$ cat src/rtl/core/kdm_pkg.sv
package kdm_pkg;

  localparam int unsigned FracBitsDef = 14;

  // round(sqrt(3)/2 * 2^30)
  localparam logic [31:0] Sqrt3HalfQ30 = 32'd929887697;

  // magic multiplier for unsigned divide by three of a 16 bit value
  localparam logic [15:0] DivThreeMul = 16'd43691;
  localparam int unsigned DivThreeShift = 17;

  localparam int unsigned NumW = 64;
  localparam int unsigned DenW = 48;

  localparam logic [15:0] GainDivRst = 16'd256;
  localparam logic [14:0] HoldLimRst = 15'd4915;
  localparam logic [14:0] RotThrRst  = 15'd1638;
  localparam logic [14:0] DeadbandRst = 15'd1311;

  typedef enum logic [1:0] {
    RegGainDiv  = 2'd0,
    RegHoldLim  = 2'd1,
    RegRotThr   = 2'd2,
    RegDeadband = 2'd3
  } cfg_reg_e;

  typedef enum logic [1:0] {
    OmRobot    = 2'd0,
    OmHeld     = 2'd1,
    OmReversed = 2'd2,
    OmSpare    = 2'd3
  } orient_e;

  localparam logic [2:0] HpManual    = 3'd1;
  localparam logic [2:0] HpEntering  = 3'd2;
  localparam logic [2:0] HpHolding   = 3'd3;
  localparam logic [2:0] HpCancelled = 3'd4;
  localparam logic [2:0] HpIdle      = 3'd5;

endpackage

$ cat src/rtl/core/kiwi_drive_mixer_heading_hold_core.sv
// Three-wheel kiwi drive mixer with heading hold.
// Input channel: one joystick sample per transfer (in_valid_i / in_ready_o),
// carrying x, y, rotation, sprint, orientation button, hold cancel and
// request, and the gyro heading. Output channel: one set of three wheel
// drives per input item (out_valid_o / out_ready_i).
// Config: write cfg_data_i to register cfg_index_i while cfg_we_i is high,
// only while the block is idle.
// Each item is worked by a small sequencer around one shared multiplier and
// one shared 48 bit subtractor, which does both the 16 step square root and
// the 64 step restoring divisions (one quotient bit per cycle).
// The three translation divides are skipped for a zero stick, the hold
// divide runs only while holding, and the three rescale divides run only
// when the largest wheel magnitude exceeds full scale. One item is in
// work at a time; in_ready_o is high only while the sequencer is idle.
// The finished result sits in an output register; a new input item is taken
// while that result still waits, and the sequencer stalls at its last step
// only if the previous result has not yet been taken.
// Reset (rst_ni low) clears the config registers to their defaults, puts the
// orientation machine in robot mode and the hold machine in idle.
module kiwi_drive_mixer_heading_hold_core
  import kdm_pkg::*;
(
  input  logic               clk_i,
  input  logic               rst_ni,
  input  logic               cfg_we_i,
  input  logic [1:0]         cfg_index_i,
  input  logic [15:0]        cfg_data_i,
  input  logic               in_valid_i,
  output logic               in_ready_o,
  input  logic signed [15:0] drive_x_i,
  input  logic signed [15:0] drive_y_i,
  input  logic signed [15:0] drive_rot_i,
  input  logic               sprint_i,
  input  logic               orient_button_i,
  input  logic               hold_cancel_i,
  input  logic               hold_request_i,
  input  logic signed [15:0] gyro_heading_i,
  output logic               out_valid_o,
  input  logic               out_ready_i,
  output logic signed [15:0] wheel_left_o,
  output logic signed [15:0] wheel_right_o,
  output logic signed [15:0] wheel_back_o
);

  localparam logic [4:0] StIdle  = 5'd0;
  localparam logic [4:0] StSqx   = 5'd1;
  localparam logic [4:0] StSqy   = 5'd2;
  localparam logic [4:0] StSqrt  = 5'd3;
  localparam logic [4:0] StKy    = 5'd4;
  localparam logic [4:0] StVec   = 5'd5;
  localparam logic [4:0] StVmax  = 5'd6;
  localparam logic [4:0] StMlo   = 5'd7;
  localparam logic [4:0] StMhi   = 5'd8;
  localparam logic [4:0] StTdone = 5'd9;
  localparam logic [4:0] StDiv   = 5'd10;
  localparam logic [4:0] StCorr  = 5'd11;
  localparam logic [4:0] StCorrd = 5'd12;
  localparam logic [4:0] StWsum  = 5'd13;
  localparam logic [4:0] StWmax  = 5'd14;
  localparam logic [4:0] StNorm  = 5'd15;
  localparam logic [4:0] StNset  = 5'd16;
  localparam logic [4:0] StNdone = 5'd17;
  localparam logic [4:0] StOut   = 5'd18;

  localparam logic [5:0] DivLast  = 6'(NumW - 1);
  localparam logic [3:0] SqrtLast = 4'd15;

  // config
  logic [15:0] gain_div_q;
  logic [14:0] hold_lim_q;
  logic [14:0] rot_thr_q;
  logic [14:0] deadband_q;

  // persistent machines
  orient_e     orient_q;
  logic        came_robot_q;
  logic [2:0]  phase_q;
  logic signed [15:0] held_q;

  // sequencer and datapath
  logic [4:0]  state_q;
  logic [4:0]  ret_q;
  logic [5:0]  cnt_q;
  logic [1:0]  wi_q;
  logic signed [16:0] x_q;
  logic signed [16:0] y_q;
  logic signed [16:0] r_q;
  logic [15:0] ax_q;
  logic [15:0] ay_q;
  logic        do_corr_q;
  logic [16:0] dmag_q;
  logic        dneg_q;
  logic [63:0] acc_q;
  logic [63:0] num_q;
  logic [47:0] rem_q;
  logic [47:0] den_q;
  logic [15:0] root_q;
  logic signed [47:0] v_q [3];
  logic [46:0] maxv_q;
  logic signed [17:0] t_q [3];
  logic signed [17:0] rtot_q;
  logic signed [18:0] w_q [3];
  logic [17:0] maxw_q;
  logic        out_valid_q;
  logic signed [15:0] out_l_q;
  logic signed [15:0] out_r_q;
  logic signed [15:0] out_b_q;

  // input conditioning
  logic signed [16:0] xs, ys, xh, yh, xo, yo;
  logic [15:0] rmag, r3, rsc;
  logic [31:0] r3_prod;
  logic signed [16:0] r_d;
  logic        above;
  logic [2:0]  ph;
  logic signed [16:0] diff;
  logic        accept;

  assign accept = in_valid_i && in_ready_o;

  always_comb begin
    xs = 17'(drive_x_i);
    ys = 17'(drive_y_i);
    xh = sprint_i ? xs : ((xs + $signed(17'(xs[16]))) >>> 1);
    yh = sprint_i ? ys : ((ys + $signed(17'(ys[16]))) >>> 1);
    xo = (orient_q == OmReversed) ? -xh : xh;
    yo = (orient_q == OmReversed) ? -yh : yh;
    rmag = drive_rot_i[15] ? 16'(-17'(drive_rot_i)) : 16'(drive_rot_i);
    r3_prod = rmag * DivThreeMul;
    r3 = 16'(r3_prod >> DivThreeShift);
    rsc = sprint_i ? rmag : r3;
    r_d = drive_rot_i[15] ? -17'(rsc) : 17'(rsc);
    above = rsc > 16'(rot_thr_q);
    ph = hold_cancel_i ? HpCancelled : phase_q;
    diff = 17'(held_q) - 17'(gyro_heading_i);
  end

  // shared multiplier
  logic [31:0] mul_a;
  logic [15:0] mul_b;
  logic [47:0] prod;
  logic [46:0] vmag_sel;

  always_comb begin
    vmag_sel = v_q[wi_q][47] ? 47'(-v_q[wi_q]) : 47'(v_q[wi_q]);
    mul_a = '0;
    mul_b = '0;
    unique case (state_q)
      StSqx: begin
        mul_a = 32'(ax_q);
        mul_b = ax_q;
      end
      StSqy: begin
        mul_a = 32'(ay_q);
        mul_b = ay_q;
      end
      StKy: begin
        mul_a = Sqrt3HalfQ30;
        mul_b = ay_q;
      end
      StMlo: begin
        mul_a = 32'(vmag_sel[23:0]);
        mul_b = root_q;
      end
      StMhi: begin
        mul_a = 32'(vmag_sel[46:24]);
        mul_b = root_q;
      end
      default: begin
        mul_a = '0;
        mul_b = '0;
      end
    endcase
    prod = mul_a * mul_b;
  end

  // shared subtractor for square root and division steps
  logic [47:0] sub_a, sub_b;
  logic [48:0] trial;
  logic        fits;

  always_comb begin
    if (state_q == StSqrt) begin
      sub_a = {rem_q[45:0], num_q[63:62]};
      sub_b = {30'b0, root_q, 2'b01};
    end else begin
      sub_a = {rem_q[46:0], num_q[63]};
      sub_b = den_q;
    end
    trial = {1'b0, sub_a} - {1'b0, sub_b};
    fits = !trial[48];
  end

  // helpers
  logic signed [47:0] x29, ky;
  logic [46:0] vm0, vm1, vm2;
  logic [17:0] wm0, wm1, wm2;
  logic [14:0] corr_mag;

  always_comb begin
    x29 = 48'(x_q) <<< 29;
    ky = y_q[16] ? -48'(acc_q[45:0]) : 48'(acc_q[45:0]);
    vm0 = v_q[0][47] ? 47'(-v_q[0]) : 47'(v_q[0]);
    vm1 = v_q[1][47] ? 47'(-v_q[1]) : 47'(v_q[1]);
    vm2 = v_q[2][47] ? 47'(-v_q[2]) : 47'(v_q[2]);
    wm0 = w_q[0][18] ? 18'(-w_q[0]) : 18'(w_q[0]);
    wm1 = w_q[1][18] ? 18'(-w_q[1]) : 18'(w_q[1]);
    wm2 = w_q[2][18] ? 18'(-w_q[2]) : 18'(w_q[2]);
    corr_mag = (num_q > 64'(hold_lim_q)) ? hold_lim_q : num_q[14:0];
  end

  logic [46:0] maxv_d;
  logic [17:0] maxw_d;
  logic [17:0] wsel_mag;

  always_comb begin
    maxv_d = vm0;
    if (vm1 > maxv_d) begin
      maxv_d = vm1;
    end
    if (vm2 > maxv_d) begin
      maxv_d = vm2;
    end
    maxw_d = wm0;
    if (wm1 > maxw_d) begin
      maxw_d = wm1;
    end
    if (wm2 > maxw_d) begin
      maxw_d = wm2;
    end
    wsel_mag = w_q[wi_q][18] ? 18'(-w_q[wi_q]) : 18'(w_q[wi_q]);
  end

  assign in_ready_o = (state_q == StIdle);

  always_ff @(posedge clk_i or negedge rst_ni) begin
    if (!rst_ni) begin
      gain_div_q   <= GainDivRst;
      hold_lim_q   <= HoldLimRst;
      rot_thr_q    <= RotThrRst;
      deadband_q   <= DeadbandRst;
      orient_q     <= OmRobot;
      came_robot_q <= 1'b1;
      phase_q      <= HpIdle;
      held_q       <= '0;
      state_q      <= StIdle;
      ret_q        <= StIdle;
      cnt_q        <= '0;
      wi_q         <= '0;
      out_valid_q  <= 1'b0;
    end else begin
      if (cfg_we_i) begin
        unique case (cfg_reg_e'(cfg_index_i))
          RegGainDiv:  gain_div_q <= cfg_data_i;
          RegHoldLim:  hold_lim_q <= cfg_data_i[14:0];
          RegRotThr:   rot_thr_q <= cfg_data_i[14:0];
          RegDeadband: deadband_q <= cfg_data_i[14:0];
          default: ;
        endcase
      end

      if (out_valid_q && out_ready_i && state_q != StOut) begin
        out_valid_q <= 1'b0;
      end

      unique case (state_q)
        StIdle: begin
          if (accept) begin
            unique case (orient_q)
              OmHeld: begin
                if (!orient_button_i) begin
                  orient_q <= came_robot_q ? OmReversed : OmRobot;
                end
              end
              OmReversed: begin
                came_robot_q <= 1'b0;
                if (orient_button_i) begin
                  orient_q <= OmHeld;
                end
              end
              default: begin
                came_robot_q <= 1'b1;
                if (orient_button_i) begin
                  orient_q <= OmHeld;
                end
              end
            endcase

            do_corr_q <= (ph == HpHolding);
            unique case (ph)
              HpManual: begin
                phase_q <= above ? HpManual : HpEntering;
              end
              HpEntering: begin
                held_q  <= gyro_heading_i;
                phase_q <= above ? HpManual : HpHolding;
              end
              HpHolding: begin
                phase_q <= above ? HpManual : HpHolding;
              end
              HpCancelled: begin
                phase_q <= hold_cancel_i ? HpCancelled : HpIdle;
              end
              HpIdle: begin
                phase_q <= hold_request_i ? HpEntering : HpIdle;
              end
              default: begin
                phase_q <= HpIdle;
              end
            endcase

            x_q    <= xo;
            y_q    <= yo;
            r_q    <= r_d;
            ax_q   <= xo[16] ? 16'(-xo) : xo[15:0];
            ay_q   <= yo[16] ? 16'(-yo) : yo[15:0];
            dmag_q <= diff[16] ? 17'(-diff) : 17'(diff);
            dneg_q <= diff[16];
            state_q <= StSqx;
          end
        end

        StSqx: begin
          acc_q   <= 64'(prod);
          state_q <= StSqy;
        end

        StSqy: begin
          num_q   <= {acc_q[31:0] + prod[31:0], 32'b0};
          rem_q   <= '0;
          root_q  <= '0;
          cnt_q   <= '0;
          state_q <= StSqrt;
        end

        StSqrt: begin
          if (fits) begin
            rem_q  <= trial[47:0];
            root_q <= {root_q[14:0], 1'b1};
          end else begin
            rem_q  <= sub_a;
            root_q <= {root_q[14:0], 1'b0};
          end
          num_q <= {num_q[61:0], 2'b00};
          cnt_q <= cnt_q + 6'd1;
          if (cnt_q[3:0] == SqrtLast) begin
            state_q <= StKy;
          end
        end

        StKy: begin
          acc_q   <= 64'(prod);
          state_q <= StVec;
        end

        StVec: begin
          v_q[0]  <= x29 + ky;
          v_q[1]  <= x29 - ky;
          v_q[2]  <= -(48'(x_q) <<< 30);
          state_q <= StVmax;
        end

        StVmax: begin
          maxv_q <= maxv_d;
          wi_q   <= '0;
          if (ax_q == '0 && ay_q == '0) begin
            t_q[0]  <= '0;
            t_q[1]  <= '0;
            t_q[2]  <= '0;
            state_q <= StCorr;
          end else begin
            state_q <= StMlo;
          end
        end

        StMlo: begin
          acc_q   <= 64'(prod);
          state_q <= StMhi;
        end

        StMhi: begin
          num_q   <= acc_q + (64'(prod) << 24);
          den_q   <= 48'(maxv_q);
          rem_q   <= '0;
          cnt_q   <= '0;
          ret_q   <= StTdone;
          state_q <= StDiv;
        end

        StDiv: begin
          // restoring divide, quotient bits shift into num_q
          rem_q <= fits ? trial[47:0] : sub_a;
          num_q <= {num_q[62:0], fits};
          cnt_q <= cnt_q + 6'd1;
          if (cnt_q == DivLast) begin
            state_q <= ret_q;
          end
        end

        StTdone: begin
          t_q[wi_q] <= v_q[wi_q][47] ? -18'(num_q[16:0]) : 18'(num_q[16:0]);
          if (wi_q == 2'd2) begin
            state_q <= StCorr;
          end else begin
            wi_q    <= wi_q + 2'd1;
            state_q <= StMlo;
          end
        end

        StCorr: begin
          if (do_corr_q) begin
            num_q   <= 64'(dmag_q) << FracBitsDef;
            den_q   <= (gain_div_q == '0) ? 48'd1 : 48'(gain_div_q);
            rem_q   <= '0;
            cnt_q   <= '0;
            ret_q   <= StCorrd;
            state_q <= StDiv;
          end else begin
            rtot_q  <= 18'(r_q);
            state_q <= StWsum;
          end
        end

        StCorrd: begin
          rtot_q  <= dneg_q ? 18'(r_q) - 18'(corr_mag) : 18'(r_q) + 18'(corr_mag);
          state_q <= StWsum;
        end

        StWsum: begin
          w_q[0]  <= 19'(t_q[0]) + 19'(rtot_q);
          w_q[1]  <= 19'(t_q[1]) + 19'(rtot_q);
          w_q[2]  <= 19'(t_q[2]) + 19'(rtot_q);
          state_q <= StWmax;
        end

        StWmax: begin
          maxw_q  <= maxw_d;
          state_q <= StNorm;
        end

        StNorm: begin
          wi_q <= '0;
          priority if (maxw_q < 18'(deadband_q)) begin
            w_q[0]  <= '0;
            w_q[1]  <= '0;
            w_q[2]  <= '0;
            state_q <= StOut;
          end else if (32'(maxw_q) > (32'd1 << FracBitsDef)) begin
            state_q <= StNset;
          end else begin
            state_q <= StOut;
          end
        end

        StNset: begin
          num_q   <= 64'(wsel_mag) << FracBitsDef;
          den_q   <= 48'(maxw_q);
          rem_q   <= '0;
          cnt_q   <= '0;
          ret_q   <= StNdone;
          state_q <= StDiv;
        end

        StNdone: begin
          w_q[wi_q] <= w_q[wi_q][18] ? -19'(num_q[17:0]) : 19'(num_q[17:0]);
          if (wi_q == 2'd2) begin
            state_q <= StOut;
          end else begin
            wi_q    <= wi_q + 2'd1;
            state_q <= StNset;
          end
        end

        StOut: begin
          // wait until the previous result has been transferred
          if (!out_valid_q || out_ready_i) begin
            out_valid_q <= 1'b1;
            state_q     <= StIdle;
          end
        end

        default: begin
          state_q <= StIdle;
        end
      endcase
    end
  end

  always_ff @(posedge clk_i) begin
    if (state_q == StOut && (!out_valid_q || out_ready_i)) begin
      out_l_q <= w_q[0][15:0];
      out_r_q <= w_q[1][15:0];
      out_b_q <= w_q[2][15:0];
    end
  end

  assign out_valid_o   = out_valid_q;
  assign wheel_left_o  = out_l_q;
  assign wheel_right_o = out_r_q;
  assign wheel_back_o  = out_b_q;

endmodule
$ cat config.mk
export PLATFORM = sky130hd
export DESIGN_NAME = kiwi_drive_mixer_heading_hold_core
export DESIGN_NICKNAME = d
export VERILOG_FILES = /design/src/rtl/core/kdm_pkg.sv /design/src/rtl/core/kiwi_drive_mixer_heading_hold_core.sv
export SDC_FILE = /design/constraint.sdc
export NUM_CORES = 2
export LEC_CHECK = 0
export ABC_AREA = 0
export ABC_CLOCK_PERIOD_IN_PS = 25000
export BUFFER_PORTS_ARGS = -buffer_cell sky130_fd_sc_hd__clkbuf_2
export CAP_MARGIN = 40
export CORE_MARGIN = 4
export CORE_UTILIZATION = 25
export CTS_CLUSTER_DIAMETER = 40
export DETAILED_ROUTE_END_ITERATION = 16
export GPL_TIMING_DRIVEN = 0
export SKIP_CTS_REPAIR_TIMING = 1
export SLEW_MARGIN = 20
export SYNTH_ARGS = -nofsm -noshare
export SYNTH_HDL_FRONTEND = slang
export SYNTH_SLANG_ARGS = --single-unit
$ cat constraint.sdc
create_clock -name clk_i -period 25 [get_ports clk_i]
set_clock_uncertainty 0.15 [all_clocks]
set_input_delay 2.5 -clock clk_i [delete_from_list [all_inputs] [get_ports clk_i]]
set_output_delay 2.5 -clock clk_i [all_outputs]
set_load 0.005 [all_outputs]
; After elaboration in Yosys (flattened, before gate mapping)
; Memory sizes are Yosys's and may differ from the RTL's.
; Index checks and enable logic that the tools add are counted.
[classes]
div_mod_pow = 0
n_addsub = 34
bitwise_logic = 4
n_shift = 0
eq_ne = 40
order_cmp = 8
n_mul = 2
muxes = 97
reduce_logical = 58
[op_table]
columns = cell, n
row1 = 64-bit case mux with 6 select lines, 1
row2 = 47-bit two-way mux, 8
row3 = 48-bit two-way mux, 4
row4 = 47-bit negation, 4
row5 = 18-bit two-way mux, 10
row6 = 30-bit case mux with 5 select lines, 1
row7 = 48-bit case mux with 3 select lines, 1
row8 = 47-bit case mux with 3 select lines, 1
row9 = 16-bit two-way mux, 7
row10 = 19-bit two-way mux, 5
row11 = 47-bit > comparator, 2
row12 = 5-bit case mux with 18 select lines, 1
row13 = 18-bit negation, 4
row14 = 17-bit two-way mux, 4
row15 = 48-bit by 64-bit adder with 64-bit output, 1
row16 = 64-bit by 15-bit > comparator with 1-bit output, 1
row17 = 64-bit two-way mux, 1
row18 = 18-bit by 18-bit adder with 19-bit output, 3
row19 = 17-bit negation, 3
row20 = 48-bit by 48-bit subtractor with 49-bit output, 1
row21 = 46-bit by 48-bit adder with 48-bit output, 1
row22 = 16-bit zero test, 3
row23 = 32-bit by 16-bit multiplier with 48-bit output, 1
row24 = 16-bit negation, 3
row25 = 65 further kinds, 172
[word_totals]
romBits = 0
elab_cells = 280
reg_bits = 558
out_inout_bits = 50
ramBits = 255
latch_bits = 0
mem_count = 3
[mem_list]
columns = name, depth, width, read_ports, rd_ports_with_merged_regs, write_ports, line
row1 = v_q, 3, 48, 4, 0, 3, kiwi_drive_mixer_heading_hold_core.sv:98  ; logic signed [47:0] v_q [3];
row2 = w_q, 3, 19, 4, 0, 3, kiwi_drive_mixer_heading_hold_core.sv:102  ; logic signed [18:0] w_q [3];
row3 = t_q, 3, 18, 3, 0, 3, kiwi_drive_mixer_heading_hold_core.sv:100  ; logic signed [17:0] t_q [3];

; Depth between registers and ports, before layout
[depth]
ltp_word = 7
depth_mapped = 53

; Worst setup path before layout
; No wires, ideal clock.
[synth_timing]
path_type = register to register
from = register wi_q[0]
to = register num_q[62], data pin
setup_ps = 269
t_arrival_ps = 12182
n_path_buf = 9
stages_incl_launch_ff = 51
required_ps = 24581
setup_slack_ps = 12398
cell_sequence = dfrtp_1 -> clkbuf_1 -> buf_4 -> buf_4 -> buf_4 -> buf_2 -> buf_4 -> buf_2 -> buf_2 -> buf_2 -> o21ai_0 -> nand2_1 -> ha_1 -> o21ai_0 -> or3_1 -> or4b_1 -> nand2b_1 -> o31ai_1 -> (+15 left out) -> and2_1 -> a32oi_1 -> nand2b_1 -> a21oi_1 -> o21bai_1 -> a21oi_1 -> xnor2_1 -> ha_1 -> nand2_1 -> a21o_1 -> a21o_1 -> a221oi_1 -> a41o_1 -> nand4_1 -> nor4_1 -> nand3_1 -> xor2_1 -> o211ai_1
[synth_between]
elab_chain_len = 7
elab_cells_between_ends = 8
[synth_lines]
columns = element, line
row1 = start: declaration, kiwi_drive_mixer_heading_hold_core.sv:84  ; logic [1:0] wi_q;
row2 = start signal: assignment, kiwi_drive_mixer_heading_hold_core.sv:405  ; wi_q <= wi_q + 2'd1;
row3 = start signal: assignment, kiwi_drive_mixer_heading_hold_core.sv:469  ; wi_q <= wi_q + 2'd1;
row4 = memory read 3 x 48 bit (*), -
row5 = 47-bit negation, kiwi_drive_mixer_heading_hold_core.sv:145  ; vmag_sel = v_q[wi_q][47] ? 47'(-v_q[wi_q]) : 47'(v_q[wi_q]);
row6 = 47-bit two-way mux (*), kiwi_drive_mixer_heading_hold_core.sv:145
row7 = 30-bit case mux with 5 select lines (*), kiwi_drive_mixer_heading_hold_core.sv:148  ; unique case (state_q)
row8 = 32-bit by 16-bit multiplier with 48-bit output (*), kiwi_drive_mixer_heading_hold_core.sv:174  ; prod = mul_a * mul_b;
row9 = via prod[14], kiwi_drive_mixer_heading_hold_core.sv:141  ; logic [47:0] prod;
row10 = 48-bit by 64-bit adder with 64-bit output or 32-bit adder (tied branches), "kiwi_drive_mixer_heading_hold_core.sv:382, kiwi_drive_mixer_heading_hold_core.sv:329"
row11 = 64-bit case mux with 6 select lines (*), kiwi_drive_mixer_heading_hold_core.sv:266  ; unique case (state_q)
row12 = end signal: assignment, kiwi_drive_mixer_heading_hold_core.sv:382  ; num_q <= acc_q + (64'(prod) << 24);
row13 = end signal: assignment, kiwi_drive_mixer_heading_hold_core.sv:393  ; num_q <= {num_q[62:0], fits};
row14 = end signal: assignment, kiwi_drive_mixer_heading_hold_core.sv:412  ; num_q <= 64'(dmag_q) << FracBitsDef;
row15 = end: declaration, kiwi_drive_mixer_heading_hold_core.sv:94  ; logic [63:0] num_q;
; Mark *: on every way through the listed nets, which the timed path passes. The rest lies on a longest branch.
; A chain may end at the register's enable or synchronous reset.

; Worst setup path after layout
[layout_timing]
from = register wi_q[0]
to = register num_q[61], data pin
; Same word-level chain as after synthesis.

==> results_dict.tcl <==
set metrics [dict create \
    gp_congestion 0.976 \
    antenna_found_initial 24 \
    maxCapViolCount 0 \
    max_slew_margin_pct 31.4 \
    dr.pass1.iters 8 \
    synth-seq-area-share_pct 29.5 \
    vias 66149 \
    portBuffers 135 \
    drive_above_1_share_pct 8.54 \
    reg2reg_depth 47 \
    cts_root_buffer "clkbuf_16" \
    cpMostUsedCell "fa_1" \
    detail-route-antenna-nets 0 \
    fmax_mhz 60.0 \
    endpoint "num_q[61]$_DFFE_PP_" \
    syn_nets 9587 \
    die_h_um 566 \
    most-common-layout-cells "968 x nand2_1, 774 x inv_1, 681 x edfxtp_1" \
    wl_met2_um 125000 \
    synth_cell_types 101 \
    syn_area_um2 78000 \
    critPathMaxStageDelay_ns 0.90 \
    startpoint "wi_q[0]$_DFFE_PN0P_" \
    irDropWorstVdd_mv 0.112 \
    min_path_type "reg2reg" \
    numCtsBuffers 139 \
    cp-start-kind "flip-flop" \
    grt_pass1_vias 64361 \
    worstSetupPathType "reg2reg" \
    async_flop_share_pct 12.9 \
    wl_per_cell_um 21.5 \
    ys_ff_latch 782 \
    grt_pass1_wl_um 415000 \
    core_um2 310000 \
    cts_max_level 4 \
    cts_tree "yes" \
    ctsLongestPathBuffers 3 \
    p_leak_uw 0.0371 \
    start_util_pct 25.2 \
    synthesis.instances 8375 \
    nets 9954 \
    drv_slew 0 \
    synthTopCellsByArea "edfxtp_1 26%, fa_1 12%, ha_1 11%, xnor2_1 4.7%, nand2_1 4.7%" \
    drtIter0Drc 6690 \
    timing_worst_slew_pin_value_ns 1.00 \
    routed_wl_um 280000 \
    cts_sinks 782 \
    dpl.hpwl_um 233000 \
    viasPerCell 5.09 \
    setup_viol 0 \
    grt_util_all_layers_pct 16.8 \
    ff2ff_setup_slack_ns 8.34 \
    drc 0 \
    synth_warnings 0 \
    synthToLayoutAreaGrowth_pct 15.4 \
    rsz0062_at_grt "no" \
    routed.top_layer "met5" \
    die_area_um2 321000 \
    power.density_nw_per_um2 65.4 \
    period_minus_slack_ns 16.66 \
    die_w_um 566 \
    yosys.area.top_type "edfxtp_1" \
    synth_top_area_share_pct 26.2 \
    grt-ovfl-total 0 \
    io_pins 141 \
    clk_latency_ns 0.79 \
    cp.required_ns 25.32 \
    fin_crit_sh_pct 66.6 \
    hold_viol 0 \
    syn_area_per_cell_um2 9.31 \
    final_common_cell "nand2_1" \
    fillerInstances 32508 \
    r2r-start "wi_q[0]$_DFFE_PN0P_" \
    cp-end-kind "flip-flop" \
    worstPathArrival_ns 16.98 \
    ys.flop_type "edfxtp_1" \
    setup_tns_ns 0 \
    slowest_stage "a2111oi_0" \
    synth-edff-count 681 \
    wl_met1_um 117000 \
    cts.clk_slew.worst_paths_ns 0.05 \
    outcome "finished clean" \
    dr_wl_met3_um 22700 \
    rows 204 \
    cp_max_fo 11 \
    whs_ns 0.330 \
    r2r-end "num_q[61]$_DFFE_PP_" \
    grt_max_degree 86 \
]
==> sequential cells by signal, indices dropped and copies added, names as in the netlist, 17 cells and up <==
signal / cells
v_q: 113
acc_q: 48
rem_q: 47
t_q: 54
rtot_q: 18
num_q: 64
dmag_q: 17
maxv_q: 47
r_q: 17
x_q: 17
den_q: 47
maxw_q: 18
w_q: 76
==> cells in the mapped netlist, types with 36 or more instances <==
cell type  instances
nand2_1          968
inv_1            774
edfxtp_1         681
ha_1             656
nor2_1           632
fa_1             465
xnor2_1          417
a21oi_1          406
o21ai_0          365
clkbuf_1         307
xor2_1           270
a21o_1           163
nand3_1          150
nor3_1           134
o31ai_1          134
mux2i_1          124
nand4_1           94
and2_1            90
mux2_2            85
and3_1            83
nand2b_1          82
or3_1             79
nor4_1            78
dfrtp_1           77
a22oi_1           72
nor2b_1           69
o21a_1            69
a31oi_1           54
o211ai_1          48
o21bai_1          48
a211oi_1          46
o2111ai_1         41
or2_2             39
buf_1             36
o41ai_1           36
or4_1             36
==> kinds of logic after synthesis <==
logic type	count (synthesis)	share of synthesized area [%]
AOI/OAI and AO/OA	1794	15.6
xor gates and xnor gates	688	7.74
adders and majority gates	1121	22.5
buffers and inverters	1142	5.58
DFF	782	29.5
muxes	229	3.37
and+or+nand+nor	2619	15.8
==> layer usage <==
| metal | vias to the layer above | track usage [%] |
|---|---|---|
| met5 | - | 0 |
| met4 | 6 | 8.04 |
| met3 | 637 | 2.97 |
| met2 | 2839 | 26.6 |
| met1 | 32140 | 22.3 |
| li1 | 30527 | - |
==> final cells by class <==
type	count	area, µm²	area share (%)
Antenna cell	15	37.5	0.0417
Buffer	367	1440	1.61
Clock buffer	157	3690	4.11
Clock inverter	99	1140	1.27
Inverter	775	2910	3.23
Multi-Input combinational cell	6451	50800	56.5
Sequential cell	782	23000	25.6
Tap cell	4120	5150	5.73
Timing Repair Buffer	226	1770	1.96
==> worst max-delay path, delay by kind of cell, from the launching register on <==
family,cells,cell delay [ns]
flip-flops,1,0.41
XOR/XNOR,3,1.02
buffers and inverters,14,3.92
AND/OR/NAND/NOR,10,2.75
adder cells (fa/ha/maj),9,4.02
AO/OA/AOI/OAI,11,4.01
==> power by group <==
group | internal, µW | switching [µW]
Clock | 1210 | 757
Sequential | 1540 | 41.9
Combinational | 964 | 1370
==> metrics by stage <==
stage / std cells / power (µW) / util [%] / area, µm² / setup WS [ns]
CTS: 12970 / 5890 / 29.0 / 89800 / 8.60
floorplan: 8375 / 3340 / - / 78000 / 12.40
global route: 12982 / 6280 / 29.0 / 89900 / 7.90
detailed placement: 12714 / 3900 / 27.5 / 85000 / 8.68
finish: 12992 / 5880 / 29.1 / 89900 / 8.34
global placement: 12630 / 3900 / 27.1 / 83800 / 7.20
==> worst min path at each step <==
stage	start	to	cells past startpoint
final	held_q[7]$_DFFE_PN0P_	held_q[7]$_DFFE_PN0P_	2
after global placement	held_q[2]$_DFFE_PN0P_	held_q[2]$_DFFE_PN0P_	2
after floorplan	held_q[10]$_DFFE_PN0P_	held_q[10]$_DFFE_PN0P_	2
after detailed placement	held_q[8]$_DFFE_PN0P_	held_q[8]$_DFFE_PN0P_	2
after global routing	held_q[13]$_DFFE_PN0P_	held_q[13]$_DFFE_PN0P_	2
after CTS	held_q[8]$_DFFE_PN0P_	held_q[8]$_DFFE_PN0P_	2
(Power assumes the default switching activity.)
